## src/hw/rtl/rotation_matrix_to_quaternion_defines.svh

```systemverilog
// Assertion macros for the matrix to quaternion block
`ifndef ROTATION_MATRIX_TO_QUATERNION_DEFINES_SVH
`define ROTATION_MATRIX_TO_QUATERNION_DEFINES_SVH

// same-cycle implication, sampled on clk_i, off while in reset
`define RMQ_ASSERT_IMP(label, ante, cons, msg) \
  label: assert property (@(posedge clk_i) disable iff (!rst_ni) (ante) |-> (cons)) \
    else $error(msg);

// next-cycle implication
`define RMQ_ASSERT_NEXT(label, ante, cons, msg) \
  label: assert property (@(posedge clk_i) disable iff (!rst_ni) (ante) |=> (cons)) \
    else $error(msg);

`endif

```

## src/hw/rtl/rmq_pkg.sv

```systemverilog
// Shared types, widths and helpers of the matrix to quaternion block
`default_nettype none
package rmq_pkg;

  localparam int W          = 16;
  localparam int D_W        = 17;  // pair sum or difference, and its magnitude
  localparam int F_W        = 18;  // f + 1 in Q.14, padded to even width
  localparam int ROOT_W     = 24;
  localparam int REM_W      = 27;
  localparam int SQRT_STEPS = ROOT_W;
  localparam int NUM_W      = 39;
  localparam int Q_W        = 18;
  localparam int DIV_STEPS  = Q_W;
  localparam int DSH_W      = ROOT_W + Q_W - 1;
  localparam int LANES      = 3;
  localparam int NUM_SHIFT  = 21;

  typedef enum logic [1:0] {
    PIV_W = 2'd0,
    PIV_X = 2'd1,
    PIV_Y = 2'd2,
    PIV_Z = 2'd3
  } piv_e;

  typedef struct packed {
    piv_e                        piv;
    logic [LANES-1:0]            neg;
    logic [LANES-1:0][D_W-1:0]   mag;
  } side_t;

  typedef struct packed {
    logic              valid;
    logic [REM_W-1:0]  rem;
    logic [ROOT_W-1:0] root;
    logic [F_W-1:0]    fsh;
    side_t             side;
  } sq_t;

  typedef struct packed {
    logic                        valid;
    piv_e                        piv;
    logic [LANES-1:0]            neg;
    logic [LANES-1:0][NUM_W-1:0] rem;
    logic [LANES-1:0][Q_W-1:0]   quo;
    logic [DSH_W-1:0]            dsh;
    logic [ROOT_W-1:0]           root;
  } dv_t;

  // s/2 in Q2.14, rounded half up, saturated
  function automatic logic [W-1:0] sat_piv(input logic [ROOT_W-1:0] t);
    logic [ROOT_W:0] sum;
    logic [W-1:0]    p;
    sum = {1'b0, t} + (ROOT_W+1)'(256);
    p   = sum[ROOT_W:9];
    if (p[W-1]) return 16'h7FFF;
    return p;
  endfunction

  function automatic logic [W-1:0] sat_off(input logic neg, input logic [Q_W-1:0] q);
    logic [Q_W-1:0] nq;
    nq = -q;
    if (neg) begin
      if (q >= Q_W'(32768)) return 16'h8000;
      return nq[W-1:0];
    end
    if (q > Q_W'(32767)) return 16'h7FFF;
    return q[W-1:0];
  endfunction

endpackage
`default_nettype wire

```

## src/hw/rtl/rmq_sqrt_cell.sv

```systemverilog
// One digit of the pipelined integer square root
`default_nettype none
module rmq_sqrt_cell
  import rmq_pkg::*;
(
  input  wire  clk_i,
  input  wire  rst_ni,
  input  wire  en_i,
  input  sq_t  cell_i,
  output sq_t  cell_o
);
  sq_t              pay_d, pay_q;
  logic             vld_q;
  logic [REM_W-1:0] rem_sh, trial;
  logic             ge;

  always_comb begin
    rem_sh = {cell_i.rem[REM_W-3:0], cell_i.fsh[F_W-1 -: 2]};
    trial  = {1'b0, cell_i.root, 2'b01};
    ge     = rem_sh >= trial;
    pay_d       = cell_i;
    pay_d.rem   = ge ? rem_sh - trial : rem_sh;
    pay_d.root  = {cell_i.root[ROOT_W-2:0], ge};
    pay_d.fsh   = {cell_i.fsh[F_W-3:0], 2'b00};
  end

  always_ff @(posedge clk_i or negedge rst_ni) begin
    if (!rst_ni) begin
      vld_q <= 1'b0;
    end else if (en_i) begin
      vld_q <= cell_i.valid;
    end
  end

  always_ff @(posedge clk_i) begin
    if (en_i) begin
      pay_q <= pay_d;
    end
  end

  always_comb begin
    cell_o       = pay_q;
    cell_o.valid = vld_q;
  end
endmodule
`default_nettype wire

```

## config.mk

```make
export PLATFORM = sky130hd
export DESIGN_NAME = rmq_sqrt_cell
export DESIGN_NICKNAME = d
export VERILOG_FILES = /design/src/hw/rtl/rotation_matrix_to_quaternion_defines.svh /design/src/hw/rtl/rmq_pkg.sv /design/src/hw/rtl/rmq_sqrt_cell.sv
export SDC_FILE = /design/constraint.sdc
export NUM_CORES = 1
export LEC_CHECK = 0
export BUFFER_PORTS_ARGS = -buffer_cell sky130_fd_sc_hd__buf_4
export CAP_MARGIN = 20
export CORE_MARGIN = 3
export CORE_UTILIZATION = 42
export DETAILED_ROUTE_END_ITERATION = 8
export PLACE_DENSITY_LB_ADDON = 0.12
export SETUP_SLACK_MARGIN = 0.05
export SLEW_MARGIN = 20
export SYNTH_ARGS = -nofsm -noshare
export SYNTH_HDL_FRONTEND = slang
export SYNTH_SLANG_ARGS = --single-unit
export TNS_END_PERCENT = 20
```

## constraint.sdc

```tcl
create_clock -name clk_i -period 0.8 [get_ports clk_i]
set_clock_uncertainty 0.05 [all_clocks]
set_input_delay 0 -clock clk_i [delete_from_list [all_inputs] [get_ports clk_i]]
set_output_delay 0 -clock clk_i [all_outputs]
set_load 0.05 [all_outputs]
```

==> flow_summary_export.csv <==
group,metric,value,unit
outcome,outcome,"complete, but fails checks",
outcome,violations,"negative hold slack, negative setup slack",
clock_tree,clock_sinks,124,
synth,ys_ff_latch,124,
power,leakage,4.886,nW
timing,worst_slack,-1169,ps
synth,yosysWarningCount,0,
routing,drc,0,
synth,synth_area,5547,um2
power,p_per_area,2138,nW/um2
timing,hold_slack,-124.9,ps
setup_path,criticalPathCategory,"in -> reg",
cells_and_area,areaGrowthSynthToFinish,105.9,%
global_routing,grt_pass1_wl,35.46,mm
cells_and_area,layout.cells.non_filler,1079,
placement,gp_congestion,0.8667,
synth,yosysUniqueCellTypes,57,
timing,fmax,507.8,MHz
worst_hold_path,min-delay-path-class,"in -> reg",
die,die-area,14620,um2
job,maxCapViolations,0,
routing,drtPass1Iterations,6,
clock_tree,cts_hold_buf,116,
clock_tree,path_clk_slew,60,ps
setup_path,path_max_fanout,7,
setup_path,critPathTopFamily,"compound AO/OA/AOI/OAI gates",
die,coreArea,12770,um2
placement,dp.cells,911,
synth,syn_area_per_cell,13.50,um2
placement,dp_hpwl,12.51,mm
clock_tree,clk_path_buf_depth,2,
timing,final.period_utilization,246.2,%
timing,min_period,1969,ps
die,die_width,120.9,um
routing,drt_iter0_markers,824,
power,peakVddDrop,1.958,mV
cells_and_area,finalNetCount,1047,
clock_tree,cts_tree,"yes",
clock_tree,clock_latency,430,ps
cells_and_area,drive_above_1_share,55.03,%
global_routing,antenna_found_initial,1,
global_routing,overflow,0,
setup_path,startpoint_type,"input pin",
die,io_pins,255,
setup_path,crit_arrival,2080,ps
routing,vias,6129,
synth,synthCells,411,
timing,slew_violations,0,
setup_path,cpMaxStageDelayCell,"a221oi_2",
routing,wire_per_inst,26.79,um
routing,drt-total-wl,28.91,mm
setup_path,crit_path_end_kind,"flop",
setup_path,max_stage_delay,360,ps
routing,ant_nets,0,
timing,rsz0062_at_grt,"yes",
die,initial_core_util,43.42,%
synth,synth_enable_flop_cells,123,
setup_path,cp_num_buf_inv,3,
global_routing,grt_pass1_vias,6064,
cells_and_area,fillers,465,
die,die_height,120.9,um
clock_tree,cts_buffers,17,
clock_tree,htree_levels,4,
timing,final-hold-violation-count,23,
routing,vias_per_cell,5.680,
synth,synth-main-ff-cell,"edfxtp_1",
synth,yosysSeqAreaShare,67.04,%
timing,setup_viol,153,
global_routing,grt_max_degree,61,
clock_tree,root_buffer,"clkbuf_16",
setup_path,crit_chain,"buf_8 -> inv_8 -> ha_4 -> buf_4 -> a21oi_1 -> o21ai_1 -> a221oi_2 -> o21ai_2 -> a21o_1 -> a311oi_2 -> xor2_1",
placement,port_buffers,250,
die,rows,41,
synth,async_flop_share,0.8065,%
setup_path,cp.required,910,ps
global_routing,gr-usage-all-layers,32.25,%
## final cells by class
| class | count | area, um2 | area share, % |
|---|---|---|---|
| clock buffers | 18 | 429.2 | 3.758 |
| diodes | 2 | 5.005 | 0.04383 |
| well taps | 172 | 215.2 | 1.885 |
| multi-input cells | 245 | 2305 | 20.18 |
| flip-flops and latches | 124 | 3719 | 32.57 |
| repair buffers | 475 | 4471 | 39.15 |
| clock inverters | 14 | 146.4 | 1.282 |
| inverters | 29 | 128.9 | 1.129 |
## power by group
| group | internal (W) | total, W | switching, W |
|---|---|---|---|
| sequential | 0.00792 | 0.00833 | 0.000411 |
| clock | 0.00458 | 0.00788 | 0.00329 |
| combinational | 0.00347 | 0.00820 | 0.00474 |
## metal layers
layer	GRT usage [%]	share of wire, %	up-vias
met5	0	0	-
met1	34.77	33	2893
met3	9.604	9.7	183
li1	-	-	2506
met2	56.62	50	547
met4	17.42	7.2	0
## sequential cells by signal (all words and copies together), names as in the netlist
register / cells
cell_o: 123
vld_q: 1
## stage by stage
| step | total power, W | instance area, um2 | utilization, % | TNS, ps | setup slack (ps) |
|---|---|---|---|---|---|
| final | 0.02441 | 11420 | 89.39 | -58840 | -1169 |
| after global routing | 0.02494 | 11420 | 89.37 | -64480 | -1222 |
| after CTS | 0.02289 | 10970 | 85.89 | -52720 | -972.2 |
| after detailed placement | 0.01418 | 8414 | 65.87 | -42190 | -1525 |
| after global placement | 0.01409 | 8414 | 65.87 | -40130 | -1453 |
| after floorplan | 0.01173 | 5694 | - | -31870 | -1233 |
## synth_stat cells (all sizes together) (2+ instances only)
| master | count | area share [%] |
|---|---|---|
| and3 | 2 | 0.23 |
| xor2 | 11 | 1.7 |
| a21oi | 21 | 1.9 |
| nand3 | 4 | 0.36 |
| edfxtp | 123 | 67 |
| nor2b | 4 | 0.45 |
| a21o | 6 | 0.81 |
| or3 | 4 | 0.45 |
| and2 | 2 | 0.23 |
| mux2 | 2 | 0.41 |
| xnor2 | 10 | 1.6 |
| inv | 29 | 2.0 |
| o211ai | 4 | 0.79 |
| o21a | 4 | 0.54 |
| ha | 26 | 5.9 |
| nor2 | 15 | 1.0 |
| nand2 | 43 | 2.9 |
| o21ai | 43 | 3.9 |
| nand4 | 5 | 0.56 |
| a41oi | 3 | 0.47 |
| and4 | 2 | 0.32 |
| clkbuf | 3 | 0.20 |
| buf | 11 | 1.2 |
| nor3 | 3 | 0.27 |
| nor4 | 2 | 0.23 |
| a221oi | 2 | 0.32 |
| a22oi | 2 | 0.27 |
## logic make-up after synthesis
family / Yosys count / share of synthesized area, %
AO/OA/AOI/OAI: 102 / 11.96
XOR/XNOR: 21 / 3.316
adder cells (fa/ha/maj): 26 / 5.865
buffers and inverters: 43 / 3.406
flip-flops: 124 / 67.04
multiplexers: 3 / 0.5865
other: 1 / 0.06761
AND/OR/NAND/NOR: 91 / 7.760
## cells in the final DEF, fill, tap and decap left out, drive strengths merged, types with 2 or more instances in the layout
master / instances
nor4: 2
o21ai: 43
or3: 4
mux2: 2
clkinvlp: 4
nand2: 43
clkinv: 7
bufinv: 2
o211ai: 4
nor2: 15
a21o: 6
o21a: 4
nand3: 4
conb: 2
a22oi: 2
nor3: 3
nor2b: 4
and4: 2
nand4: 5
a221oi: 2
ha: 26
clkbuf: 18
and2: 2
diode: 2
edfxtp: 123
xnor2: 10
buf: 359
a21oi: 21
dlygate4sd3: 116
a41oi: 3
xor2: 11
inv: 30
and3: 2
## timing repair
action	in CTS	in global routing
hold endpoints to repair	138	22
gates resized for setup	199	98
gates cloned	3	0
endpoints found under the setup margin	153	153
buffers inserted	11	10
pin swaps	28	41
## final timing paths
kind                                   from          end  slack, ps  cells past startpoint
worst max-delay path             cell_i[85]  cell_o[124]      -1170                     11
worst min-delay path            cell_i[104]  cell_o[106]       -120                      2
worst max register to register        vld_q        vld_q        -30                      1
worst min register to register        vld_q        vld_q        520                      1
max in group asynchronous            rst_ni        vld_q        170                      3
min in group asynchronous            rst_ni        vld_q        430                      3
Power figures use the tool's default switching activity.
